**src/sv/rrif_pkg.sv**
```systemverilog
// Package for the RR interval feature block: request and result types,
// controller command and status types, register indexes and shared helpers.
// Depends on nothing.
package rrif_pkg;

    localparam int INITIAL_INTERVAL_DEF = 256;

    localparam int CFG_INDEX_W = 2;
    localparam int CFG_DATA_W  = 4;

    localparam logic [CFG_INDEX_W-1:0] REG_AVERAGE_DECAY_SHIFT = 2'd0;
    localparam logic [CFG_INDEX_W-1:0] REG_RATIO_SHIFT         = 2'd1;

    localparam logic [3:0] DECAY_SHIFT_RESET = 4'd3;
    localparam logic [3:0] RATIO_SHIFT_RESET = 4'd8;

    // Shifted numerator magnitude is at most 2^30, so 31 quotient bits.
    localparam int NUM_MAG_W = 31;
    localparam int DIV_STEPS = NUM_MAG_W;
    localparam int CNT_W     = $clog2(DIV_STEPS);

    localparam logic [15:0] SAT_POS = 16'h7FFF;
    localparam logic [15:0] SAT_NEG = 16'h8000;

    typedef struct packed {
        logic [14:0] this_beat_delay;
        logic [14:0] next_beat_delay;
    } rrif_in_t;

    typedef struct packed {
        logic signed [15:0] prev_interval;
        logic signed [15:0] next_interval;
        logic signed [15:0] prev2_interval;
        logic signed [15:0] average_interval;
        logic signed [15:0] prev_deviation;
        logic signed [15:0] next_deviation;
        logic signed [15:0] ratio_prev;
        logic signed [15:0] ratio_next;
        logic               ratio_saturated;
    } rrif_out_t;

    typedef enum logic [1:0] {
        ST_IDLE,
        ST_DIVIDE,
        ST_DONE
    } rrif_state_t;

    typedef struct packed {
        logic load;
        logic step;
        logic finish;
    } rrif_cmd_t;

    typedef struct packed {
        logic div_last;
        logic out_free;
    } rrif_sts_t;

    // Unsigned magnitude of a 16-bit two's complement value; -32768 gives 32768.
    function automatic logic [15:0] mag16(input logic [15:0] v);
        return v[15] ? 16'(-v) : v;
    endfunction

    // Turns a quotient magnitude into the signed, saturated ratio.
    // Bit 16 of the result is the saturation flag.
    function automatic logic [16:0] ratio_result(input logic [NUM_MAG_W-1:0] q,
                                                 input logic neg,
                                                 input logic num_neg,
                                                 input logic den_zero);
        logic [16:0] r;
        r = '0;
        if (den_zero) begin
            r = {1'b1, (num_neg ? SAT_NEG : SAT_POS)};
        end else if (!neg) begin
            if (q > NUM_MAG_W'(32767)) begin
                r = {1'b1, SAT_POS};
            end else begin
                r = {1'b0, q[15:0]};
            end
        end else begin
            if (q > NUM_MAG_W'(32768)) begin
                r = {1'b1, SAT_NEG};
            end else begin
                r = {1'b0, 16'(-q[15:0])};
            end
        end
        return r;
    endfunction

endpackage

```
**src/sv/rrif_ctrl.sv**
```systemverilog
// Controller of the RR interval feature block: sequences load, division
// steps and result hand-off. Depends on rrif_pkg.
module rrif_ctrl (
    input  logic                clk,
    input  logic                rst_n,
    input  logic                beat_valid,
    output logic                beat_stall,
    input  rrif_pkg::rrif_sts_t sts,
    output rrif_pkg::rrif_cmd_t cmd
);
    import rrif_pkg::*;

    rrif_state_t state_reg;
    rrif_state_t state_next;

    always_ff @(posedge clk or negedge rst_n)
    begin
        if (!rst_n)
        begin
            state_reg <= ST_IDLE;
        end
        else
        begin
            state_reg <= state_next;
        end
    end

    always_comb
    begin
        state_next = state_reg;
        case (state_reg)
            ST_IDLE:
            begin
                if (beat_valid)
                begin
                    state_next = ST_DIVIDE;
                end
            end
            ST_DIVIDE:
            begin
                if (sts.div_last)
                begin
                    state_next = ST_DONE;
                end
            end
            ST_DONE:
            begin
                if (sts.out_free)
                begin
                    state_next = ST_IDLE;
                end
            end
            default:
            begin
                state_next = ST_IDLE;
            end
        endcase
    end

    always_comb
    begin
        beat_stall = 1'b1;
        cmd        = '0;
        case (state_reg)
            ST_IDLE:
            begin
                beat_stall = 1'b0;
                cmd.load   = beat_valid;
            end
            ST_DIVIDE:
            begin
                cmd.step = 1'b1;
            end
            ST_DONE:
            begin
                cmd.finish = sts.out_free;
            end
            default:
            begin
                beat_stall = 1'b1;
            end
        endcase
    end

endmodule

```
**src/sv/rrif_datapath.sv**
```systemverilog
// Datapath of the RR interval feature block: configuration and interval
// state, two radix-2 restoring divider lanes and the result register.
// Depends on rrif_pkg.
module rrif_datapath #(
    parameter int INITIAL_INTERVAL = rrif_pkg::INITIAL_INTERVAL_DEF
) (
    input  logic                                 clk,
    input  logic                                 rst_n,
    input  rrif_pkg::rrif_cmd_t                  cmd,
    output rrif_pkg::rrif_sts_t                  sts,
    input  rrif_pkg::rrif_in_t                   beat,
    output logic                                 feat_valid,
    input  logic                                 feat_stall,
    output rrif_pkg::rrif_out_t                  feat,
    input  logic                                 cfg_we,
    input  logic [rrif_pkg::CFG_INDEX_W-1:0]     cfg_index,
    input  logic [rrif_pkg::CFG_DATA_W-1:0]      cfg_data
);
    import rrif_pkg::*;

    localparam logic signed [15:0] INIT_IV = 16'(INITIAL_INTERVAL);
    localparam int LANES = 2;

    logic [3:0]         decay_shift_reg;
    logic [3:0]         ratio_shift_reg;
    logic signed [15:0] held_prev_reg;
    logic signed [15:0] held_prev2_reg;
    logic signed [15:0] held_avg_reg;
    logic signed [15:0] next_iv_reg;
    logic [CNT_W-1:0]   cnt_reg;
    rrif_out_t          out_reg;
    rrif_out_t          out_next;
    logic               out_valid_reg;

    // Lane 0 forms ratio_prev, lane 1 forms ratio_next.
    logic [NUM_MAG_W-1:0] quo_reg [LANES];
    logic [15:0]          rem_reg [LANES];
    logic [15:0]          den_reg [LANES];
    logic                 neg_reg [LANES];
    logic                 num_neg_reg [LANES];
    logic                 den_zero_reg [LANES];

    logic [15:0]          lane_num [LANES];
    logic [15:0]          lane_den [LANES];
    logic [NUM_MAG_W-1:0] quo_next [LANES];
    logic [15:0]          rem_next [LANES];
    logic [16:0]          lane_res [LANES];

    logic signed [15:0] beat_iv;
    logic signed [15:0] avg_next;

    assign beat_iv = 16'({1'b0, beat.this_beat_delay} - {1'b0, beat.next_beat_delay});

    assign lane_num[0] = held_prev_reg;
    assign lane_den[0] = held_prev2_reg;
    assign lane_num[1] = beat_iv;
    assign lane_den[1] = held_prev_reg;

    for (genvar g = 0; g < LANES; g++)
    begin : g_lane
        logic [16:0] rem_sh;
        logic        ge;

        assign rem_sh      = {rem_reg[g], quo_reg[g][NUM_MAG_W-1]};
        assign ge          = rem_sh >= {1'b0, den_reg[g]};
        assign rem_next[g] = ge ? 16'(rem_sh - {1'b0, den_reg[g]}) : rem_sh[15:0];
        assign quo_next[g] = {quo_reg[g][NUM_MAG_W-2:0], ge};
        assign lane_res[g] = ratio_result(quo_reg[g], neg_reg[g], num_neg_reg[g],
                                          den_zero_reg[g]);
    end

    assign sts.div_last = (cnt_reg == CNT_W'(DIV_STEPS - 1));
    assign sts.out_free = !out_valid_reg || !feat_stall;

    // Single-pole update with arithmetic shifts, wrapped to 16 bits.
    assign avg_next = held_avg_reg - (held_avg_reg >>> decay_shift_reg)
                      + (next_iv_reg >>> decay_shift_reg);

    always_comb
    begin
        out_next                  = out_reg;
        out_next.prev_interval    = held_prev_reg;
        out_next.next_interval    = next_iv_reg;
        out_next.prev2_interval   = held_prev2_reg;
        out_next.average_interval = held_avg_reg;
        out_next.prev_deviation   = held_prev_reg - held_avg_reg;
        out_next.next_deviation   = next_iv_reg - held_avg_reg;
        out_next.ratio_prev       = lane_res[0][15:0];
        out_next.ratio_next       = lane_res[1][15:0];
        out_next.ratio_saturated  = lane_res[0][16] | lane_res[1][16];
    end

    always_ff @(posedge clk or negedge rst_n)
    begin
        if (!rst_n)
        begin
            decay_shift_reg <= DECAY_SHIFT_RESET;
            ratio_shift_reg <= RATIO_SHIFT_RESET;
            held_prev_reg   <= INIT_IV;
            held_prev2_reg  <= INIT_IV;
            held_avg_reg    <= INIT_IV;
            out_valid_reg   <= 1'b0;
            cnt_reg         <= '0;
        end
        else
        begin
            if (cfg_we)
            begin
                case (cfg_index)
                    REG_AVERAGE_DECAY_SHIFT: decay_shift_reg <= cfg_data;
                    REG_RATIO_SHIFT:         ratio_shift_reg <= cfg_data;
                    default:                 ;
                endcase
            end

            if (cmd.load)
            begin
                cnt_reg <= '0;
            end
            else if (cmd.step)
            begin
                cnt_reg <= cnt_reg + CNT_W'(1);
            end

            if (cmd.finish)
            begin
                out_valid_reg  <= 1'b1;
                held_prev2_reg <= held_prev_reg;
                held_prev_reg  <= next_iv_reg;
                held_avg_reg   <= avg_next;
            end
            else if (!feat_stall)
            begin
                out_valid_reg <= 1'b0;
            end
        end
    end

    // Payload registers: no reset needed.
    always_ff @(posedge clk)
    begin
        if (cmd.load)
        begin
            next_iv_reg <= beat_iv;
        end
        if (cmd.finish)
        begin
            out_reg <= out_next;
        end
        for (int i = 0; i < LANES; i++)
        begin
            if (cmd.load)
            begin
                quo_reg[i]      <= NUM_MAG_W'(mag16(lane_num[i])) << ratio_shift_reg;
                rem_reg[i]      <= '0;
                den_reg[i]      <= mag16(lane_den[i]);
                neg_reg[i]      <= lane_num[i][15] ^ lane_den[i][15];
                num_neg_reg[i]  <= lane_num[i][15];
                den_zero_reg[i] <= (lane_den[i] == 16'd0);
            end
            else if (cmd.step)
            begin
                quo_reg[i] <= quo_next[i];
                rem_reg[i] <= rem_next[i];
            end
        end
    end

    assign feat       = out_reg;
    assign feat_valid = out_valid_reg;

endmodule

```
**src/sv/rr_interval_features.sv**
```systemverilog
// Top level of the RR interval feature block: joins the controller and the
// datapath. Depends on rrif_pkg, rrif_ctrl and rrif_datapath.
//
// Usage. Each request on the beat channel carries the sample delays of the
// current and the following heartbeat. A request is taken at a rising edge
// where beat_valid is high and beat_stall is low. For every request the block
// returns one result on the feat channel: the three most recent intervals,
// the running average, the two deviations from it and two fixed-point
// interval ratios with a saturation flag. A result is taken at an edge where
// feat_valid is high and feat_stall is low.
// Sequence: a request is accepted at one edge, then the two ratios are formed
// by two radix-2 restoring dividers running side by side, one quotient bit per
// cycle, and then the result moves into the output register once that register
// is free. A new request is taken only after that move, and the division sets
// the time that one request takes when the receiver keeps up.
// A waiting result does not block the next request: the block accepts and
// divides it, then holds the finished quotients until the output register
// frees. Reset clears the interval history and the average to the initial
// interval, loads the register reset values and empties the output register.
// Configuration writes take effect at once; the user must make them only while
// the block idles, and the block itself does not enforce this.
module rr_interval_features #(
    parameter int INITIAL_INTERVAL = rrif_pkg::INITIAL_INTERVAL_DEF
) (
    input  logic                             clk,
    input  logic                             rst_n,
    input  logic                             beat_valid,
    output logic                             beat_stall,
    input  rrif_pkg::rrif_in_t               beat,
    output logic                             feat_valid,
    input  logic                             feat_stall,
    output rrif_pkg::rrif_out_t              feat,
    input  logic                             cfg_we,
    input  logic [rrif_pkg::CFG_INDEX_W-1:0] cfg_index,
    input  logic [rrif_pkg::CFG_DATA_W-1:0]  cfg_data
);
    import rrif_pkg::*;

    rrif_cmd_t cmd;
    rrif_sts_t sts;

    // The controller owns sequencing; it only sees the request handshake and
    // the datapath status.
    rrif_ctrl u_ctrl (
        .clk        (clk),
        .rst_n      (rst_n),
        .beat_valid (beat_valid),
        .beat_stall (beat_stall),
        .sts        (sts),
        .cmd        (cmd)
    );

    // The datapath holds the configuration and interval state, the divider lanes and the output register.
    rrif_datapath #(
        .INITIAL_INTERVAL (INITIAL_INTERVAL)
    ) u_datapath (
        .clk        (clk),
        .rst_n      (rst_n),
        .cmd        (cmd),
        .sts        (sts),
        .beat       (beat),
        .feat_valid (feat_valid),
        .feat_stall (feat_stall),
        .feat       (feat),
        .cfg_we     (cfg_we),
        .cfg_index  (cfg_index),
        .cfg_data   (cfg_data)
    );

endmodule

```
**config.mk**
```make
export PLATFORM = sky130hd
export DESIGN_NAME = rr_interval_features
export DESIGN_NICKNAME = d
export VERILOG_FILES = /design/src/sv/rrif_pkg.sv /design/src/sv/rrif_ctrl.sv /design/src/sv/rrif_datapath.sv /design/src/sv/rr_interval_features.sv
export SDC_FILE = /design/constraint.sdc
export NUM_CORES = 1
export LEC_CHECK = 0
export BUFFER_PORTS_ARGS = -buffer_cell sky130_fd_sc_hd__buf_2
export CAP_MARGIN = 40
export CORE_MARGIN = 3
export CORE_UTILIZATION = 63
export CTS_BUF_LIST = sky130_fd_sc_hd__clkbuf_4
export DETAILED_ROUTE_END_ITERATION = 10
export PLACE_DENSITY = 0.83
export SLEW_MARGIN = 20
export SYNTH_ARGS = -nofsm -noshare
export SYNTH_HDL_FRONTEND = slang
export SYNTH_SLANG_ARGS = --single-unit
```
**constraint.sdc**
```tcl
create_clock -name clk -period 6 [get_ports clk]
set_input_delay 1.5 -clock clk [delete_from_list [all_inputs] [get_ports clk]]
set_output_delay 1.5 -clock clk [all_outputs]
set_load 0.02 [all_outputs]
```
# After elaboration in Yosys (flattened, before gate mapping)
# Memory sizes are Yosys's and may differ from the RTL's.
# Cells that the tools add are included.
classes:
  addsub: 13
  n_lt_le_gt_ge: 6
  eq_ne: 8
  shifts: 4
  n_mux: 36
  n_bitwise: 7
  n_reduce_logical: 11
ops:
  columns: ["cell", "n"]
  rows:
  - ["$mux W16", 9]
  - ["$mux W17", 8]
  - ["$neg A16 Y16", 5]
  - ["$sub A16 B16 Y16", 5]
  - ["$gt A31 B15 Y1 const B", 2]
  - ["$gt A31 B16 Y1 const B", 2]
  - ["$mux W31", 2]
  - ["$shl A16 B4 Y31", 2]
  - ["$ge A17 B16 Y1", 2]
  - ["$logic_not A16 Y1", 2]
  - ["$sshr A16 B4 Y16", 2]
  - ["$add A16 B16 Y16", 1]
  - ["$sub A15 B15 Y16", 1]
  - ["$mux W1", 11]
  - ["$mux W5", 2]
  - ["$mux W2", 3]
  - ["$pmux W2 S3", 1]
  - ["$add A5 B1 Y5 const B", 1]
  - ["$eq A5 B5 Y1 const B", 1]
  - ["$or A1 B1 Y1", 5]
  - ["$eq A2 B1 Y1 const B", 2]
  - ["$logic_not A2 Y1", 2]
  - ["$ne A2 B1 Y1 const B", 2]
  - ["$ne A2 B2 Y1 const B", 2]
  - ["7 further kinds", 10]
word_totals:
  ff_bits: 209
  mem_bits_rw: 132
  in_bits: 41
  output_inout_bits: 131
  elab_cells: 109
  mem_count: 6
mem_list:
  columns: ["memory", "words", "width", "rd", "rd_clocked_by_memory_dff", "write_ports", "line", "source"]
  rows:
  - ["u_datapath.quo_reg", 2, 31, 2, 0, 2, "rrif_datapath.sv:36", "logic [NUM_MAG_W-1:0] quo_reg [LANES];"]
  - ["u_datapath.den_reg", 2, 16, 2, 0, 2, "rrif_datapath.sv:38", "logic [15:0] den_reg [LANES];"]
  - ["u_datapath.rem_reg", 2, 16, 2, 0, 2, "rrif_datapath.sv:37", "logic [15:0] rem_reg [LANES];"]
  - ["u_datapath.den_zero_reg", 2, 1, 2, 0, 2, "rrif_datapath.sv:41", "logic den_zero_reg [LANES];"]
  - ["u_datapath.neg_reg", 2, 1, 2, 0, 2, "rrif_datapath.sv:39", "logic neg_reg [LANES];"]
  - ["u_datapath.num_neg_reg", 2, 1, 2, 0, 2, "rrif_datapath.sv:40", "logic num_neg_reg [LANES];"]

# Depth between registers and ports, before layout
# Gate-level depths: netlist (run 1).
logic_depth:
  depth_word: 6
  mapped_depth: 25
  mapped_depth_nobuf: 23

# Modules after synthesis
# A second synthesis (run 1) with hierarchy kept.
hier_totals:
  cells_unflattened: 2218
  hier_area_um2: 22327.7
by_module_without_submodules:
  columns: ["mod", "n_inst", "cells_each", "area_each_um2", "seq_area_each_um2"]
  rows:
  - ["rrif_datapath", 1, 2205, 22208.8, 9846.9]
  - ["rrif_ctrl", 1, 13, 118.9, 50.0]

# Worst setup path before layout (run 1)
# No wires, ideal clock.
synth_timing:
  kind: "input-to-reg"
  start: "input port feat_stall"
  end: "register u_datapath.out_reg (netlist bit u_datapath.feat[0]) (enable)"
  setup_ps: 544
  t_arrival_ps: 5619
  required_time_ps: 5456
  setup_slack_ps: -163
  stages: 5
  path_cell_list: "nand2_1 > nand2b_1 > clkbuf_1 > inv_2 > clkbuf_1"
synth_lines:
  columns: ["element", "line", "source"]
  rows:
  - ["from (decl)", "rr_interval_features.sv:31", "input logic feat_stall,"]
  - ["to (signal assigned)", "rrif_datapath.sv:148", "out_reg <= out_next;"]
  - ["to (decl)", "rrif_datapath.sv:31", "rrif_out_t out_reg;"]

# Worst setup path in the final report (run 1)
layout_timing:
  start: "register u_datapath.decay_shift_reg[0]"
  end: "register u_datapath.held_avg_reg[14]"
layout_via:
  elab_chain_cells: 3
  word_cells_on_any_way: 4
  cone_classes: "2 x add/sub; 2 x shift"
layout_rtl:
  columns: ["element", "line", "source"]
  rows:
  - ["from (decl)", "rrif_datapath.sv:24", "logic [3:0] decay_shift_reg;"]
  - ["from (signal assigned)", "rrif_datapath.sv:110", "REG_AVERAGE_DECAY_SHIFT: decay_shift_reg <= cfg_data;"]
  - ["$sshr A16 B4 Y16", "rrif_datapath.sv:76", "assign avg_next = held_avg_reg - (held_avg_reg >>> decay_shift_reg)"]
  - ["$sub A16 B16 Y16", "rrif_datapath.sv:76", null]
  - ["$add A16 B16 Y16 *", "rrif_datapath.sv:77", "+ (next_iv_reg >>> decay_shift_reg);"]
  - ["to (signal assigned)", "rrif_datapath.sv:130", "held_avg_reg <= avg_next;"]
  - ["to (decl)", "rrif_datapath.sv:28", "logic signed [15:0] held_avg_reg;"]
# Mark *: on every way between the ends. The rest lies on a longest branch, timed or not.
# A chain may end at the register's enable or synchronous reset.

==> reports/metrics.cfg, run 1 <==
[routing]
firstDrtPassIters = 9
drt-initial-drc-count = 1897
wl_um = 57000
wl_per_cell_um = 19.8
drc = 1
ant_nets = 0
via_count = 17804
vias_per_cell = 6.18

[sta]
tightestPinTransition_ps = 895
fmax_ghz = 0.187
fin_crit_ps = 5340
skew_ps = 42.6
max-slew-margin-rel_pct = 40.4
period_share_pct = 89.0
holdWs_ps = 511
drv_slew = 0
setup_viol = 0
rsz0062_at_grt = false
setup_tns_ps = 0
hold_viol = 0

[power]
p_sw_uw = 4660
power.share.switching_pct = 41.6
intPower_uw = 6560
clock_power_share_pct = 18.5
p_total_uw = 11200
p_seq_share_pct = 35.5
worst_ir_drop_vdd_uv = 359
p_comb_share_pct = 46.0
cellPowerDensity_nw_per_um2 = 470
p_leak_uw = 0.0101

[global_routing]
grt_pass1_vias = 17214
gr-total-overflow = 0
grt_util_all_layers_pct = 31.4
grt_antenna_before_repair = 1
grt_max_degree = 73
grt_pass1_wl_um = 90200

[clock_network]
cts_resized = 0
clock_latency_ps = 760
cts_tree = yes
cts_num_sinks = 340
cts_buffers = 87
path_clk_slew_ps = 70
cts_setup_buffers = 0
cts.path.max_buffers = 3
cts-root-buf = clkbuf_4
cts_hold_buf = 0
htree_levels = 3

[worst_setup_path]
crit_required_ps = 6600
crit_start = u_datapath.decay_shift_reg[0]$_DFFE_PN1P_
reg2regPathDepth = 21
slowest_delay_ps = 700
cp_cell_sequence = buf_4 -> mux4_2 -> mux2_2 -> nand2_1 -> o21ai_0 -> ha_1 -> inv_1 -> ha_1 -> inv_1 -> fa_1 -> nor2b_1 -> o21ai_0 -> a21boi_0 -> o21ai_0 -> a21boi_0 -> o21ai_0 -> nand2b_1 -> a211oi_1 -> o41ai_1 -> xnor2_1 -> o21ai_0
arrival_ps = 5940
r2r_start = u_datapath.decay_shift_reg[0]$_DFFE_PN1P_
slowest_stage = dfstp_2
crit_type = flop to flop
start_kind = flop
cpMostUsedCell = o21ai_0
critPathMaxFanout = 22
path_delay_family = compound AO/OA/AOI/OAI gates
path_buf_inv = 3
cp.depth = 21
end_kind = flop

[synth]
ys_ff_latch = 340
yosys.area_share.simple_pct = 15.5
avgSynthCellArea_um2 = 9.84
synth_flop_cell = edfxtp_1
syn_nets = 2332
ys_warn_count = 0
synthesis.area_um2 = 21300
synth.area.mux_share_pct = 6.16
seq_area_frac_synth_pct = 46.4
synth-xor-area-share_pct = 4.47
synth-compound-area-share_pct = 15.0
synthAdderAreaFrac_pct = 7.86
synthCells = 2169
synth_cell_types = 84
ys_async_sr_fraction_pct = 18.8
synth_edf_count = 276
synth_top_family_by_area = simple AND/OR/NAND/NOR gates

[cells_and_area]
area_delta_synth_final_pct = 11.9
largest_reg_flops = 129
layout-drive-gt1-share_pct = 17.0
final_cell_mix = edfxtp_1 (276), nand2_1 (268), nor2_1 (194)
nets = 2529
fin_cells = 2883
final_common_cell = edfxtp_1

[placed_design]
place_hpwl_um = 41400
io_buffer_count = 171
dp.cells = 2717
place_congestion = 0.945

[floorplanning]
die_h_um = 190
die_x_um = 190
rows = 66
ioPinCount = 172
dieArea_um2 = 36100
core-area_um2 = 32900
start_util_pct = 64.8

[min_path]
min_path_type = flop to flop
min_from = u_datapath.held_prev2_reg[8]$_DFFE_PN1P_
hold_depth = 2

[run_status]
outcome = finished with violations
violations = DRC

[job]
maxCapViolCount = 0

kinds of logic (layout without fill, tap and decap cells):
logic type,count (synthesis),count (layout)
flops,340,340
buf+inv,262,533
mux,109,109
simple gates,714,714
other cells,0,1
compound gates,513,513
fa+ha+maj,122,122
xor+xnor,109,109
synth_stat cells (17+ instances only):
library cell	count	area share, %
o31ai_1	23	0.81
fa_1	20	1.9
nand2b_1	21	0.62
inv_1	167	2.9
o21ai_0	176	4.1
mux2i_1	65	3.0
clkbuf_1	72	1.3
or3_1	34	1.0
nor3_1	44	1.0
nand2_1	269	4.7
dfrtp_1	58	6.8
nand4_1	20	0.59
edfxtp_1	276	39
nor2b_1	19	0.56
xnor2_1	87	3.6
xor2_1	22	0.90
o21a_1	21	0.74
nor2_1	194	3.4
nand3_1	33	0.77
a31oi_1	21	0.62
a21oi_1	119	2.8
mux2_2	29	1.5
ha_1	102	6.0
o211ai_1	17	0.60
worst paths after layout:
| kind | endpoint | slack, ps |
|---|---|---|
| max | u_datapath.held_avg_reg[14]$_DFFE_PN0P_ | 660 |
| min | u_datapath.held_prev2_reg[8]$_DFFE_PN1P_ | 510 |
| max reg2reg | u_datapath.held_avg_reg[14]$_DFFE_PN0P_ | 660 |
| min reg2reg | u_datapath.held_prev2_reg[8]$_DFFE_PN1P_ | 510 |
| max in group asynchronous | u_datapath.held_prev_reg[8]$_DFFE_PN1P_ | 4710 |
| min in group asynchronous | u_datapath.cnt_reg[0]$_DFFE_PN0P_ | 700 |
worst reg2reg max path, stage by stage, from the launching register on:
cell and delay [ps]:
dfstp_2 700, buf_4 320, mux4_2 580, mux2_2 310, nand2_1 60, o21ai_0 110, ha_1 330, inv_1 80
ha_1 180, inv_1 60, fa_1 400, nor2b_1 120, o21ai_0 120, a21boi_0 250, o21ai_0 150, a21boi_0 260
o21ai_0 130, nand2b_1 200, a211oi_1 130, o41ai_1 460, xnor2_1 160, o21ai_0 80
final cells by class:
type,count,area [µm²]
Antenna cell,1,2.50
Clock inverter,36,211
Timing Repair Buffer,198,1140
Clock buffer,127,953
Fill cell,2379,9060
Inverter,172,651
Multi-Input combinational cell,1567,10500
Sequential cell,340,9900
Tap cell,442,553
metal layers:
layer / track usage [%] / wire length [µm] / up-vias
met4: 12.5 / 2140 / 0
met3: 6.30 / 5200 / 163
met5: 0 / 0 / -
met1: 42.1 / 22900 / 8424
met2: 50.4 / 26800 / 930
li1: - / - / 8287
metrics by stage:
step | area [µm²] | utilization [%] | worst slack (ps)
detailed placement | 22700 | 68.9 | 378
global route | 23900 | 72.5 | 358
floorplan | 21300 | - | 1040
finish | 23900 | 72.5 | 660
CTS | 23900 | 72.5 | 674
global placement | 22600 | 68.6 | 574
power by group through the flow:
stage               logic (µW)  clock network, µW  registers [µW]
global placement          4800                  0            3980
finish                    5160               2080            3980
floorplan                 3970                  0            3740
detailed placement        5060                  0            3990
CTS                       5100               2110            3950
global route              5710               2240            4030
(Power assumes the default switching activity.)
==> run 2: changes to the inputs <==
--- a/config.mk
+++ b/config.mk
@@ -12,7 +12,7 @@
 export CTS_BUF_LIST = sky130_fd_sc_hd__clkbuf_4
 export DETAILED_ROUTE_END_ITERATION = 10
 export PLACE_DENSITY = 0.83
-export SLEW_MARGIN = 20
+export SLEW_MARGIN = 10
 export SYNTH_ARGS = -nofsm -noshare
 export SYNTH_HDL_FRONTEND = slang
 export SYNTH_SLANG_ARGS = --single-unit
==> constraint.sdc (replaced) <==
create_clock -name clk -period 5.9 [get_ports clk]
set_input_delay 1.475 -clock clk [delete_from_list [all_inputs] [get_ports clk]]
set_output_delay 1.475 -clock clk [all_outputs]
set_load 0.02 [all_outputs]
==> run 2 against run 1 <==
The flow now finishes without violations. Hold slack better by 5.7 ps. Non-clock buffer count is 1 higher. Routed wire length is 1.1% lower. Total power is 0.84% higher. Largest power group unchanged. Sequential cell count stayed put. Critical path type unchanged.
==> reports/metrics.cfg, run 2 (synthesis results as in run 1) <==
[worst_setup_path]
crit_start = u_datapath.decay_shift_reg[0]$_DFFE_PN1P_
crit_required_ps = 6520  ; -80 ps
rrSetupSlack_ps = 750  ; +90 ps
endpoint = u_datapath.held_avg_reg[14]$_DFFE_PN0P_
arrival_ps = 5780  ; -160 ps
start_kind = flop
r2r_end = u_datapath.held_avg_reg[14]$_DFFE_PN0P_
r2r_start = u_datapath.decay_shift_reg[0]$_DFFE_PN1P_
crit_type = flop to flop
critPathMaxFanout = 22  ; unchanged
reg2regPathDepth = 20  ; -4.8%
end_kind = flop

[floorplanning]
ioPinCount = 172  ; unchanged
die_h_um = 190  ; unchanged
dieArea_um2 = 36100  ; unchanged
rows = 66  ; unchanged
core-area_um2 = 32900  ; unchanged
start_util_pct = 64.8  ; unchanged
die_x_um = 190  ; unchanged

[routing]
wl_um = 56400  ; -1.1%
via_count = 17644  ; -0.90%
wl_met1_um = 23400  ; +2.3%
maxUsedRoutingLayer = met5
drt-initial-drc-count = 1496  ; -21%
vias_per_cell = 6.13  ; -0.69%
ant_nets = 0  ; unchanged
drc = 0  ; -1
wl_per_cell_um = 19.6  ; -0.88%
dr_wl_met2_um = 25900  ; -3.3%
firstDrtPassIters = 6  ; -3
wl_met3_um = 4720  ; -9.1%

[clock_network]
cts-root-buf = clkbuf_4
clock_latency_ps = 770  ; about the same
cts_num_sinks = 340  ; unchanged
cts_resized = 0  ; unchanged
cts.path.max_buffers = 3  ; unchanged
cts_buffers = 88  ; +1.1%
path_clk_slew_ps = 70  ; about the same
cts_tree = yes
cts_hold_buf = 0  ; unchanged
cts_setup_buffers = 0  ; unchanged
htree_levels = 3  ; unchanged

[power]
worst_ir_drop_vdd_uv = 347  ; -3.3%
p_leak_uw = 0.0101  ; -0.22%
clock_power_share_pct = 17.9  ; -0.6 points
p_comb_share_pct = 46.5  ; +0.5 points
power.share.switching_pct = 41.5  ; -0.11 points
p_seq_share_pct = 35.6  ; about the same
p_sw_uw = 4690  ; +0.57%
intPower_uw = 6620  ; +1.0%
cellPowerDensity_nw_per_um2 = 475  ; +1.1%

[sta]
fin_crit_ps = 5150  ; -188 ps
tightestPinTransition_ps = 920  ; +25.0 ps
setup_viol = 0  ; unchanged
skew_ps = 47.2  ; +4.62 ps
drv_slew = 0  ; unchanged
fmax_ghz = 0.194  ; +3.7%
setup_tns_ps = 0  ; unchanged
max-slew-margin-rel_pct = 38.5  ; -1.9 points
rsz0062_at_grt = false
period_share_pct = 87.3  ; -1.7 points
hold_viol = 0  ; unchanged
holdWs_ps = 517  ; +5.69 ps

[cells_and_area]
final_util_pct = 72.3  ; -0.16 points
final_cell_mix = edfxtp_1 (276), nand2_1 (268), nor2_1 (194)
largest_reg_flops = 129  ; unchanged
nets = 2531  ; +0.079%
fillerInstances = 2353  ; -1.1%
final_common_cell = edfxtp_1
layout-drive-gt1-share_pct = 17.0  ; +0.049 points
area_delta_synth_final_pct = 11.7

[global_routing]
grt_pass1_wl_um = 89300  ; -1.0%
grt_max_degree = 73  ; unchanged
gr-total-overflow = 0  ; unchanged
grt_pass1_vias = 17056  ; -0.92%
grt_antenna_before_repair = 3  ; +2
grt_util_all_layers_pct = 31.1  ; -0.26 points

[placed_design]
place_hpwl_um = 41200  ; -0.46%
place_congestion = 0.924  ; -2.2%
io_buffer_count = 171  ; unchanged

[min_path]
min_path_type = flop to flop
hold_depth = 2  ; unchanged

[run_status]
outcome = completed

[job]
maxCapViolCount = 0  ; unchanged

==> run 2: cell types whose count changed in the layout (fill, tap and decap cells not counted), moves of 2 or more <==
cell,previous run,this run
inv_6,3,1
buf_4,20,23
inv_2,3,5
clkinv_1,27,20
==> run 2: power groups by stage <==
stage | Sequential (µW) | Combinational (µW) | Clock [µW]
after global routing | 4080 | 5860 | 2190
after detailed placement | 4040 | 5160 | 0
after CTS | 4000 | 5190 | 2070
after floorplan | 3800 | 4040 | 0
after global placement | 4030 | 4920 | 0
final | 4030 | 5260 | 2020
==> run 2: layout make-up <==
class | count | area, µm² | area share, %
Inverter | 172 | 651 | 2.73
Multi-Input combinational cell | 1567 | 10500 | 44.0
Clock inverter | 28 | 145 | 0.609
Antenna cell | 2 | 5.00 | 0.0210
Clock buffer | 127 | 953 | 4.00
Tap cell | 442 | 553 | 2.32
Timing Repair Buffer | 199 | 1150 | 4.83
Sequential cell | 340 | 9900 | 41.5
==> run 2: worst max-delay path, stage by stage (launching register included) <==
cell	delay, ps
dfstp_2	840
mux4_2	610
mux2_2	300
nand2_1	60
o21ai_0	100
ha_1	290
inv_1	60
ha_1	190
inv_1	80
fa_1	410
nor2b_1	130
o21ai_0	100
a21boi_0	250
o21ai_0	160
a21boi_0	250
o21ai_0	130
nand2b_1	180
a211oi_1	120
o41ai_1	500
xnor2_1	170
o21ai_0	80
==> run 2: worst min-delay path by stage <==
stage,startpoint,to,slack [ps]
final,u_datapath.held_avg_reg[8]$_DFFE_PN1P_,u_datapath.held_avg_reg[8]$_DFFE_PN1P_,520
after detailed placement,u_datapath.held_prev2_reg[8]$_DFFE_PN1P_,u_datapath.held_prev2_reg[8]$_DFFE_PN1P_,500
after global routing,u_datapath.held_prev2_reg[8]$_DFFE_PN1P_,u_datapath.held_prev2_reg[8]$_DFFE_PN1P_,530
after floorplan,u_datapath.held_prev2_reg[15]$_DFFE_PN0P_,u_datapath.feat[96]$_DFFE_PP_,420
after global placement,u_datapath.held_avg_reg[8]$_DFFE_PN1P_,u_datapath.held_avg_reg[8]$_DFFE_PN1P_,490
after CTS,u_datapath.held_prev2_reg[8]$_DFFE_PN1P_,u_datapath.held_prev2_reg[8]$_DFFE_PN1P_,510
==> run 2: per-stage QoR <==
step,area (µm²),instances,setup WS (ps),power (µW)
floorplan,21300,2169,967,7840
global placement,22600,2715,494,8950
detailed placement,22700,2720,320,9200
CTS,23800,2875,789,11300
global route,23800,2877,432,12100
finish,23800,2877,748,11300
==> run 2: metal layers <==
| layer | vias to the layer above | GRT usage (%) |
|---|---|---|
| li1 | 8310 | - |
| met1 | 8353 | 41.8 |
| met2 | 823 | 48.7 |
| met3 | 156 | 7.00 |
| met4 | 2 | 14.0 |
| met5 | - | 0 |
